**src/brb_pkg.sv**
```systemverilog
// Shared types, constants and helpers of the byte ring buffer.
`timescale 1ns / 1ps
`default_nettype none
package brb_pkg;

	localparam int DEPTH    = 256;
	localparam int MAX_READ = 64;
	localparam int PTR_W    = $clog2(DEPTH);
	localparam int SIZE_W   = $clog2(DEPTH + 1);
	localparam int CNT_W    = $clog2(MAX_READ + 1);
	localparam int LEN_W    = 8;
	localparam int BYTE_W   = 8;
	localparam int QDEPTH   = 4;
	localparam int QPTR_W   = $clog2(QDEPTH);
	localparam int QCNT_W   = $clog2(QDEPTH + 1);
	localparam int PADDR_W  = 3;
	localparam int PDATA_W  = 32;

	localparam logic [SIZE_W-1:0] SIZE_MIN   = SIZE_W'(2);
	localparam logic [SIZE_W-1:0] SIZE_MAX   = SIZE_W'(DEPTH);
	localparam logic [SIZE_W-1:0] SIZE_RESET = SIZE_W'(256);

	// Input op codes
	localparam logic OP_WRITE = 1'b0;
	localparam logic OP_READ  = 1'b1;

	// Result kinds
	localparam logic [1:0] KIND_WR_OK   = 2'd0;
	localparam logic [1:0] KIND_WR_REJ  = 2'd1;
	localparam logic [1:0] KIND_RD_BYTE = 2'd2;
	localparam logic [1:0] KIND_RD_NONE = 2'd3;

	// Register indexes
	localparam logic REG_RING_SIZE = 1'b0;

	// Command from front to back
	typedef struct packed {
		logic [1:0]        kind;
		logic              store;
		logic [PTR_W-1:0]  addr;
		logic [BYTE_W-1:0] data;
		logic [CNT_W-1:0]  cnt;
	} cmd_t;

	function automatic logic [PTR_W-1:0] next_pos(input logic [PTR_W-1:0] p,
		input logic [SIZE_W-1:0] size);
		logic [SIZE_W:0] inc;
		begin
			inc = {1'b0, {(SIZE_W-PTR_W){1'b0}}, p} + (SIZE_W+1)'(1);
			next_pos = (inc >= {1'b0, size}) ? '0 : inc[PTR_W-1:0];
		end
	endfunction

endpackage
`default_nettype wire

```
**src/brb_queue.sv**
```systemverilog
// Short command queue between the front and the back.
`timescale 1ns / 1ps
`default_nettype none
module brb_queue (
	input  wire logic          clk,
	input  wire logic          arst_n,
	input  wire logic          push,
	input  wire brb_pkg::cmd_t cmd_in,
	output logic               full,
	output logic               valid,
	output brb_pkg::cmd_t      cmd_out,
	input  wire logic          pop
);

	brb_pkg::cmd_t                   entry_q [brb_pkg::QDEPTH];
	logic [brb_pkg::QPTR_W-1:0]      wr_q;
	logic [brb_pkg::QPTR_W-1:0]      rd_q;
	logic [brb_pkg::QCNT_W-1:0]      cnt_q;

	assign full    = (cnt_q == brb_pkg::QCNT_W'(brb_pkg::QDEPTH));
	assign valid   = (cnt_q != '0);
	assign cmd_out = entry_q[rd_q];

	always_ff @(posedge clk) begin
		if (push) begin
			entry_q[wr_q] <= cmd_in;
		end
	end

	always_ff @(posedge clk or negedge arst_n) begin
		if (!arst_n) begin
			wr_q  <= '0;
			rd_q  <= '0;
			cnt_q <= '0;
		end else begin
			if (push) begin
				wr_q <= wr_q + brb_pkg::QPTR_W'(1);
			end
			if (pop) begin
				rd_q <= rd_q + brb_pkg::QPTR_W'(1);
			end
			if (push && !pop) begin
				cnt_q <= cnt_q + brb_pkg::QCNT_W'(1);
			end else if (pop && !push) begin
				cnt_q <= cnt_q - brb_pkg::QCNT_W'(1);
			end
		end
	end

endmodule
`default_nettype wire

```
**src/brb_front.sv**
```systemverilog
// Front end: accepts requests, tracks pointers and chunk state, issues commands.
`timescale 1ns / 1ps
`default_nettype none
module brb_front (
	input  wire logic                          clk,
	input  wire logic                          arst_n,
	input  wire logic                          clear,
	input  wire logic [brb_pkg::SIZE_W-1:0]    size,
	input  wire logic                          in_valid,
	output logic                               in_stall,
	input  wire logic                          op,
	input  wire logic                          first,
	input  wire logic [brb_pkg::LEN_W-1:0]     length,
	input  wire logic [brb_pkg::BYTE_W-1:0]    data_byte,
	input  wire logic                          q_full,
	output logic                               push,
	output brb_pkg::cmd_t                      cmd
);

	logic [brb_pkg::PTR_W-1:0] rd_ptr_q, wr_ptr_q, fill_q;
	logic [brb_pkg::LEN_W-1:0] rem_q;
	logic                      rej_q;

	logic [brb_pkg::PTR_W-1:0] rd_ptr_d, wr_ptr_d, fill_d, stage_at, stage_next;
	logic [brb_pkg::LEN_W-1:0] rem_d;
	logic                      rej_d;
	logic [brb_pkg::SIZE_W-1:0] occ, free_sp, len_ext, want, n;
	logic [brb_pkg::SIZE_W:0]   rd_sum;

	assign in_stall = q_full;
	assign push     = in_valid && !q_full;
	assign len_ext  = {{(brb_pkg::SIZE_W-brb_pkg::LEN_W){1'b0}}, length};

	always_comb begin
		occ = (wr_ptr_q >= rd_ptr_q)
			? {{(brb_pkg::SIZE_W-brb_pkg::PTR_W){1'b0}}, wr_ptr_q - rd_ptr_q}
			: size - {1'b0, rd_ptr_q} + {1'b0, wr_ptr_q};
		free_sp = size - brb_pkg::SIZE_W'(1) - occ;
		want = (len_ext > brb_pkg::SIZE_W'(brb_pkg::MAX_READ))
			? brb_pkg::SIZE_W'(brb_pkg::MAX_READ) : len_ext;
		n = (want > occ) ? occ : want;
		rd_sum = {1'b0, {(brb_pkg::SIZE_W-brb_pkg::PTR_W){1'b0}}, rd_ptr_q}
			+ {1'b0, n};
		stage_at   = first ? wr_ptr_q : fill_q;
		stage_next = brb_pkg::next_pos(stage_at, size);

		rd_ptr_d = rd_ptr_q;
		wr_ptr_d = wr_ptr_q;
		fill_d   = fill_q;
		rem_d    = rem_q;
		rej_d    = rej_q;

		cmd.kind  = brb_pkg::KIND_WR_REJ;
		cmd.store = 1'b0;
		cmd.addr  = stage_at;
		cmd.data  = data_byte;
		cmd.cnt   = '0;

		if (op == brb_pkg::OP_READ) begin
			cmd.addr = rd_ptr_q;
			cmd.cnt  = n[brb_pkg::CNT_W-1:0];
			if (n == '0) begin
				cmd.kind = brb_pkg::KIND_RD_NONE;
			end else begin
				cmd.kind = brb_pkg::KIND_RD_BYTE;
				rd_ptr_d = (rd_sum >= {1'b0, size})
					? rd_sum[brb_pkg::PTR_W-1:0] - size[brb_pkg::PTR_W-1:0]
					: rd_sum[brb_pkg::PTR_W-1:0];
			end
		end else if (first) begin
			fill_d = wr_ptr_q;
			rem_d  = '0;
			rej_d  = 1'b0;
			if (len_ext > free_sp) begin
				// Drop the whole chunk
				rej_d = 1'b1;
				rem_d = length - brb_pkg::LEN_W'(1);
			end else begin
				cmd.kind = brb_pkg::KIND_WR_OK;
				if (length != '0) begin
					cmd.store = 1'b1;
					fill_d    = stage_next;
					rem_d     = length - brb_pkg::LEN_W'(1);
					if (length == brb_pkg::LEN_W'(1)) begin
						wr_ptr_d = stage_next;
					end
				end
			end
		end else if (rem_q == '0) begin
			cmd.kind = brb_pkg::KIND_WR_REJ;
		end else if (rej_q) begin
			rem_d = rem_q - brb_pkg::LEN_W'(1);
			if (rem_q == brb_pkg::LEN_W'(1)) begin
				rej_d = 1'b0;
			end
		end else begin
			cmd.kind  = brb_pkg::KIND_WR_OK;
			cmd.store = 1'b1;
			fill_d    = stage_next;
			rem_d     = rem_q - brb_pkg::LEN_W'(1);
			// Commit the chunk on its final byte
			if (rem_q == brb_pkg::LEN_W'(1)) begin
				wr_ptr_d = stage_next;
			end
		end
	end

	always_ff @(posedge clk or negedge arst_n) begin
		if (!arst_n) begin
			rd_ptr_q <= '0;
			wr_ptr_q <= '0;
			fill_q   <= '0;
			rem_q    <= '0;
			rej_q    <= 1'b0;
		end else if (clear) begin
			rd_ptr_q <= '0;
			wr_ptr_q <= '0;
			fill_q   <= '0;
			rem_q    <= '0;
			rej_q    <= 1'b0;
		end else if (push) begin
			rd_ptr_q <= rd_ptr_d;
			wr_ptr_q <= wr_ptr_d;
			fill_q   <= fill_d;
			rem_q    <= rem_d;
			rej_q    <= rej_d;
		end
	end

endmodule
`default_nettype wire

```
**src/brb_back.sv**
```systemverilog
// Back end: ring memory, read runs and the registered result stage.
`timescale 1ns / 1ps
`default_nettype none
module brb_back (
	input  wire logic                        clk,
	input  wire logic                        arst_n,
	input  wire logic [brb_pkg::SIZE_W-1:0]  size,
	input  wire logic                        q_valid,
	input  wire brb_pkg::cmd_t               q_cmd,
	output logic                             q_pop,
	output logic                             out_valid,
	input  wire logic                        out_stall,
	output logic [1:0]                       kind,
	output logic [brb_pkg::BYTE_W-1:0]       data_out,
	output logic                             last
);

	logic [brb_pkg::BYTE_W-1:0] mem [brb_pkg::DEPTH];
	logic [brb_pkg::BYTE_W-1:0] rdata_q;
	logic                       out_valid_q, last_q;
	logic [1:0]                 kind_q;
	logic                       run_q;
	logic [brb_pkg::PTR_W-1:0]  run_addr_q;
	logic [brb_pkg::CNT_W-1:0]  run_left_q;

	logic                       out_free, beat, rd_en, wr_en, beat_last;
	logic [1:0]                 beat_kind;
	logic [brb_pkg::PTR_W-1:0]  rd_addr;

	always_comb begin
		out_free = !out_valid_q || !out_stall;
		beat     = out_free && (run_q || q_valid);
		q_pop    = out_free && !run_q && q_valid;
		if (run_q) begin
			beat_kind = brb_pkg::KIND_RD_BYTE;
			rd_addr   = run_addr_q;
			beat_last = (run_left_q == brb_pkg::CNT_W'(1));
		end else begin
			beat_kind = q_cmd.kind;
			rd_addr   = q_cmd.addr;
			beat_last = (q_cmd.kind != brb_pkg::KIND_RD_BYTE)
				|| (q_cmd.cnt == brb_pkg::CNT_W'(1));
		end
		rd_en = beat && (beat_kind == brb_pkg::KIND_RD_BYTE);
		wr_en = q_pop && q_cmd.store;
	end

	always_ff @(posedge clk) begin
		if (wr_en) begin
			mem[q_cmd.addr] <= q_cmd.data;
		end
		if (rd_en) begin
			rdata_q <= mem[rd_addr];
		end
	end

	always_ff @(posedge clk or negedge arst_n) begin
		if (!arst_n) begin
			out_valid_q <= 1'b0;
			kind_q      <= brb_pkg::KIND_WR_OK;
			last_q      <= 1'b0;
			run_q       <= 1'b0;
			run_addr_q  <= '0;
			run_left_q  <= '0;
		end else begin
			if (beat) begin
				out_valid_q <= 1'b1;
				kind_q      <= beat_kind;
				last_q      <= beat_last;
			end else if (!out_stall) begin
				out_valid_q <= 1'b0;
			end
			if (beat && run_q) begin
				run_addr_q <= brb_pkg::next_pos(run_addr_q, size);
				run_left_q <= run_left_q - brb_pkg::CNT_W'(1);
				if (run_left_q == brb_pkg::CNT_W'(1)) begin
					run_q <= 1'b0;
				end
			end else if (q_pop && (q_cmd.kind == brb_pkg::KIND_RD_BYTE)
				&& (q_cmd.cnt != brb_pkg::CNT_W'(1))) begin
				run_q      <= 1'b1;
				run_addr_q <= brb_pkg::next_pos(q_cmd.addr, size);
				run_left_q <= q_cmd.cnt - brb_pkg::CNT_W'(1);
			end
		end
	end

	assign out_valid = out_valid_q;
	assign kind      = kind_q;
	assign last      = last_q;
	assign data_out  = (kind_q == brb_pkg::KIND_RD_BYTE) ? rdata_q : '0;

endmodule
`default_nettype wire

```
**src/byte_ring_buffer.sv**
```systemverilog
// Top level of the byte ring buffer: register port, front, queue and back.
`timescale 1ns / 1ps
`default_nettype none
// Byte ring buffer with one slot always left empty.
// Input channel (in_valid / in_stall): one request per byte of a write
// chunk (op 0, first marks the chunk head and carries its length), or a
// read request (op 1) asking for up to length bytes, at most 64.
// Output channel (out_valid / out_stall): one result per write byte
// (accepted or rejected), a run of read bytes with last on the final one,
// or a single read-empty result.
// A request taken into the command queue is popped by the back and its
// result registered. While out_stall is low, write bytes flow at one per
// cycle and a read run at one byte per cycle from the single read port.
// The front takes requests while the four-entry command queue has room,
// so it keeps accepting while a result waits on a stalled receiver.
// When out_stall is high the result register holds and the queue fills,
// after which in_stall rises.
// Reset empties the ring and sets ring_size to 256; writing ring_size over
// the register port also empties the ring. Ring memory contents are not
// cleared, and no read ever reaches an uncommitted slot.
module byte_ring_buffer (
	input  wire logic                          clk,
	input  wire logic                          arst_n,
	input  wire logic                          psel,
	input  wire logic                          penable,
	input  wire logic                          pwrite,
	input  wire logic [brb_pkg::PADDR_W-1:0]   paddr,
	input  wire logic [brb_pkg::PDATA_W-1:0]   pwdata,
	output logic [brb_pkg::PDATA_W-1:0]        prdata,
	output logic                               pready,
	input  wire logic                          in_valid,
	output logic                               in_stall,
	input  wire logic                          op,
	input  wire logic                          first,
	input  wire logic [brb_pkg::LEN_W-1:0]     length,
	input  wire logic [brb_pkg::BYTE_W-1:0]    data_byte,
	output logic                               out_valid,
	input  wire logic                          out_stall,
	output logic [1:0]                         kind,
	output logic [brb_pkg::BYTE_W-1:0]         data_out,
	output logic                               last
);

	logic [brb_pkg::SIZE_W-1:0] ring_size_q;  // value as written
	logic [brb_pkg::SIZE_W-1:0] size_q;       // clamped size in use
	logic [brb_pkg::SIZE_W-1:0] wval;
	logic                       reg_hit, cfg_wr;
	logic                       q_push, q_full, q_valid, q_pop;
	brb_pkg::cmd_t              cmd_in, cmd_out;

	assign pready  = 1'b1;
	assign reg_hit = (paddr[brb_pkg::PADDR_W-1] == brb_pkg::REG_RING_SIZE);
	assign cfg_wr  = psel && penable && pwrite && reg_hit;
	assign wval    = pwdata[brb_pkg::SIZE_W-1:0];
	assign prdata  = reg_hit
		? {{(brb_pkg::PDATA_W-brb_pkg::SIZE_W){1'b0}}, ring_size_q} : '0;

	always_ff @(posedge clk or negedge arst_n) begin
		if (!arst_n) begin
			ring_size_q <= brb_pkg::SIZE_RESET;
			size_q      <= brb_pkg::SIZE_RESET;
		end else if (cfg_wr) begin
			ring_size_q <= wval;
			// Clamp into the supported range
			if (wval < brb_pkg::SIZE_MIN) begin
				size_q <= brb_pkg::SIZE_MIN;
			end else if (wval > brb_pkg::SIZE_MAX) begin
				size_q <= brb_pkg::SIZE_MAX;
			end else begin
				size_q <= wval;
			end
		end
	end

	brb_front u_front (
		.clk       (clk),
		.arst_n    (arst_n),
		.clear     (cfg_wr),
		.size      (size_q),
		.in_valid  (in_valid),
		.in_stall  (in_stall),
		.op        (op),
		.first     (first),
		.length    (length),
		.data_byte (data_byte),
		.q_full    (q_full),
		.push      (q_push),
		.cmd       (cmd_in)
	);

	brb_queue u_queue (
		.clk     (clk),
		.arst_n  (arst_n),
		.push    (q_push),
		.cmd_in  (cmd_in),
		.full    (q_full),
		.valid   (q_valid),
		.cmd_out (cmd_out),
		.pop     (q_pop)
	);

	brb_back u_back (
		.clk       (clk),
		.arst_n    (arst_n),
		.size      (size_q),
		.q_valid   (q_valid),
		.q_cmd     (cmd_out),
		.q_pop     (q_pop),
		.out_valid (out_valid),
		.out_stall (out_stall),
		.kind      (kind),
		.data_out  (data_out),
		.last      (last)
	);

endmodule
`default_nettype wire

```
**config.mk**
```make
export PLATFORM = sky130hd
export DESIGN_NAME = byte_ring_buffer
export DESIGN_NICKNAME = d
export VERILOG_FILES = /design/src/brb_pkg.sv /design/src/brb_queue.sv /design/src/brb_front.sv /design/src/brb_back.sv /design/src/byte_ring_buffer.sv
export SDC_FILE = /design/constraint.sdc
export NUM_CORES = 2
export LEC_CHECK = 0
export CORE_MARGIN = 5
export CORE_UTILIZATION = 35
export CTS_BUF_LIST = sky130_fd_sc_hd__clkbuf_8
export DETAILED_ROUTE_END_ITERATION = 8
export DONT_BUFFER_PORTS = 1
export MAX_ROUTING_LAYER = met4
export PLACE_DENSITY_LB_ADDON = 0.1
export SLEW_MARGIN = 25
export SYNTH_ARGS = -nofsm -noshare
export SYNTH_HDL_FRONTEND = slang
export SYNTH_SLANG_ARGS = --single-unit
export TNS_END_PERCENT = 100
```
**constraint.sdc**
```tcl
create_clock -name clk -period 10.05 [get_ports clk]
set_clock_uncertainty 0.2 [all_clocks]
set_input_delay 0 -clock clk [delete_from_list [all_inputs] [get_ports clk]]
set_output_delay 0 -clock clk [all_outputs]
set_load 0.02 [all_outputs]
```
==> results.json <==
{
  "wl_per_cell_um": 28.3,
  "synth_cells": 7497,
  "drc": 0,
  "num_vias": 63100,
  "grt_setup_unrepaired": "false",
  "clock-root-buffer": "clkbuf_8",
  "timing.final.hold_violations": 0,
  "grt_max_degree": 193,
  "ys_types": 89,
  "die_x_um": 530,
  "globalRouteOverflowTotal": 0,
  "ys_warn_count": 0,
  "r2r-start": "u_front.rd_ptr_q[0]",
  "fin_crit_sh_pct": 85.6,
  "fmax_ghz": 0.116,
  "antenna_found_initial": 23,
  "cp_slowest_stage_delay_ns": 0.45,
  "synth_edf_count": 2160,
  "drv_slew": 0,
  "ys.flop_type": "edfxtp_1",
  "worstSetupStartpointType": "register",
  "synth_top_area_share_pct": 68.4,
  "initial_core_util_pct": 35.1,
  "status": "complete, no violations",
  "power_density_mw_per_mm2": 373,
  "power_switching_w": 0.0186,
  "reg2reg_to": "u_front.rd_ptr_q[2]",
  "ys_seq_elements": 2238,
  "syn_area_per_cell_sq_um": 12.6,
  "clkTransAtPathRegs_ns": 0.06,
  "viasPerCell": 5.44,
  "ios": 106,
  "setup_tns_ns": 0,
  "yosys-top-cells-count": "edfxtp_1, nand2_1, nand3_1, nor2_1, buf_2",
  "cts_tree": "done",
  "insertion_delay_ns": 0.97,
  "power.share.clock_pct": 19.7,
  "cap_violations": 0,
  "finalSetupViolCount": 0,
  "chipHeight_um": 530,
  "syn-cell-area_sq_mm": 0.0948,
  "grt_first_pass_wirelength_mm": 467,
  "reg2reg_depth": 35,
  "yosysSeqAreaShare_pct": 70.5,
  "end_kind": "register",
  "cts_num_sinks": 2238,
  "synth_largest_area_cell": "edfxtp_1",
  "synth_area_leaders": "edfxtp_1, nand2_1, nand3_1",
  "share_comb_of_total_power_pct": 49.0,
  "required_ns": 10.67,
  "holdWs_ns": 0.101,
  "grt_usage_pct": 23.5,
  "startpoint": "u_front.rd_ptr_q[0]",
  "ir_drop_mv": 0.346,
  "cp_slowest_cell": "dfrtp_1",
  "final_net_count": 7889,
  "core_area_sq_mm": 0.270,
  "cp_max_fo": 13,
  "crit_type": "register to register",
  "rows": 191,
  "relSlewSlack_pct": 22.1,
  "r2r_setup_slack_ns": 1.45,
  "areaGrowthSynthToFinish_pct": 12.9,
  "gp_congestion": 0.844,
  "swShare_pct": 46.5,
  "clock_path_buffers": 4,
  "power.internal_w": 0.0214,
  "drive_gt1_share_pct": 9.45,
  "drt_iter0_drc": 6024,
  "worstMarginPinSlew_ns": 1.16,
  "endpoint": "u_front.rd_ptr_q[2]",
  "dieArea_sq_mm": 0.281,
  "period_needed_ns": 8.60,
  "yosys.cell_count.top_type": "edfxtp_1",
  "hold_class": "input port to register",
  "routed_wl_mm": 329,
  "final_antenna_net_count": 0,
  "port_buffers": 0,
  "cts_made_buffers": 404,
  "seqPwrFrac_pct": 31.3,
  "firstDrtPassIters": 7,
  "hpwl_mm": 190,
  "htree_num_levels": 5,
  "grt_pass1_vias": 61000,
  "ys_async_sr_fraction_pct": 3.49,
  "arrival_ns": 9.22,
  "leakage_nw": 37.3
}
[cell usage in the layout (no fill, tap or decap), types with 13 or more instances in the layout]
cell           count
o2111ai_1         13
buf_4            121
buf_12            26
o211ai_1          13
clkinv_1         110
nand2b_1          13
fa_1              13
and3_1           143
a311oi_1          30
xor2_1            25
a211oi_1          29
nor4_1            30
o22ai_1           23
o21ai_0          121
inv_1            217
nand3_1          717
dlygate4sd3_1    105
xnor2_1           36
edfxtp_1        2160
mux2i_1          105
a21oi_1          190
a21o_1            38
mux4_2            41
a221oi_1          17
nand4_1           36
a32oi_1           61
nor2b_1           26
clkinv_2          35
ha_1             104
a21boi_0          15
conb_1            25
clkbuf_8         412
nand2_1         1991
and2_1            31
dfrtp_1           74
nor2_1           380
nor3_1            36
a31oi_1          180
[critical path: cells and delay by family (launching register included)]
kind            cells  cell delay, ns
compound gates     19            3.95
xor+xnor            1            0.24
fa+ha+maj           6            1.95
buf+inv             5            0.75
flops               1            0.45
mux                 2            0.76
simple gates        2            0.19
[worst min-delay path by stage]
stage	cells past startpoint	slack (ns)	endpoint	startpoint
6_report	2	0.10	u_queue.entry_q[0][10]	data_byte[3]
5_1_grt	2	0.08	u_queue.entry_q[0][10]	data_byte[3]
4_1_cts	2	0.02	u_queue.entry_q[0][10]	data_byte[3]
3_5_place_dp	0	-0.49	u_front.rej_q	arst_n
3_3_place_gp	0	-0.49	u_front.rem_q[3]	arst_n
2_1_floorplan	0	-0.50	ring_size_q[0]	arst_n
[cells by family after synthesis]
logic type	Yosys count	share of synthesized area, %
AOI/OAI and AO/OA	878	6.24
xor gates and xnor gates	62	0.587
adders and majority gates	117	1.65
buffers and inverters	558	2.89
DFF	2238	70.5
muxes	170	2.49
other	2	0.00792
and+or+nand+nor	3472	15.7
[power groups by stage]
stage / Combinational [W] / Clock, W / Sequential, W
2_1_floorplan: 0.0112 / 0 / 0.0127
3_3_place_gp: 0.0194 / 0 / 0.0127
3_5_place_dp: 0.0195 / 0 / 0.0127
4_1_cts: 0.0196 / 0.00806 / 0.0125
5_1_grt: 0.0209 / 0.00850 / 0.0125
6_report: 0.0196 / 0.00787 / 0.0125
[registers in the layout, summed over array words and instances, names as in the netlist]
name	cells
u_back.run_q	1
u_queue.cnt_q	3
u_back.mem	2048
u_front.wr_ptr_q	8
u_queue.rd_q	2
u_back.run_left_q	7
u_back.run_addr_q	8
ring_size_q	9
u_back.last	1
u_front.rej_q	1
u_queue.entry_q	104
u_front.rem_q	8
u_queue.wr_q	2
u_back.out_valid	1
u_front.rd_ptr_q	8
u_back.rdata_q	8
u_front.fill_q	8
size_q	9
u_back.kind	2
[area by class of cell]
class	count	area (sq um)
clock buffer	412	5670
antenna	10	25.0
inverter	88	330
tap	3570	4470
timing repair buffer	256	2540
fill	25700	163000
multi-input combinational	4724	25700
sequential	2238	66800
clock inverter	301	1490
[layer usage]
metal | GRT usage, % | wire [um] | vias to the layer above
met5 | - | 0 | -
met4 | 5.93 | 7760 | 0
met3 | 3.58 | 21200 | 450
met2 | 36.4 | 152000 | 2242
met1 | 32.6 | 147000 | 32400
li1 | - | - | 28000
[stage by stage]
step           worst slack [ns]  util (%)  area, sq um  power [W]  instances
6_report                   1.45      39.6       107000     0.0400      11600
5_1_grt                   0.676      39.6       107000     0.0420      11600
3_5_place_dp               1.41      36.5        98700     0.0322      10800
3_3_place_gp               1.34      36.5        98700     0.0321      10800
2_1_floorplan              2.26         -        94900     0.0240       7520
4_1_cts                    1.38      39.6       107000     0.0402      11600
[what timing repair did]
item | CTS | global route
gates resized for setup | 0 | 0
endpoints found under the setup margin | 0 | 0
hold buffers | 110 | 0
buffers inserted | 0 | 0
endpoints found under the hold margin | 369 | 0
Power figures use the tool's default switching activity.
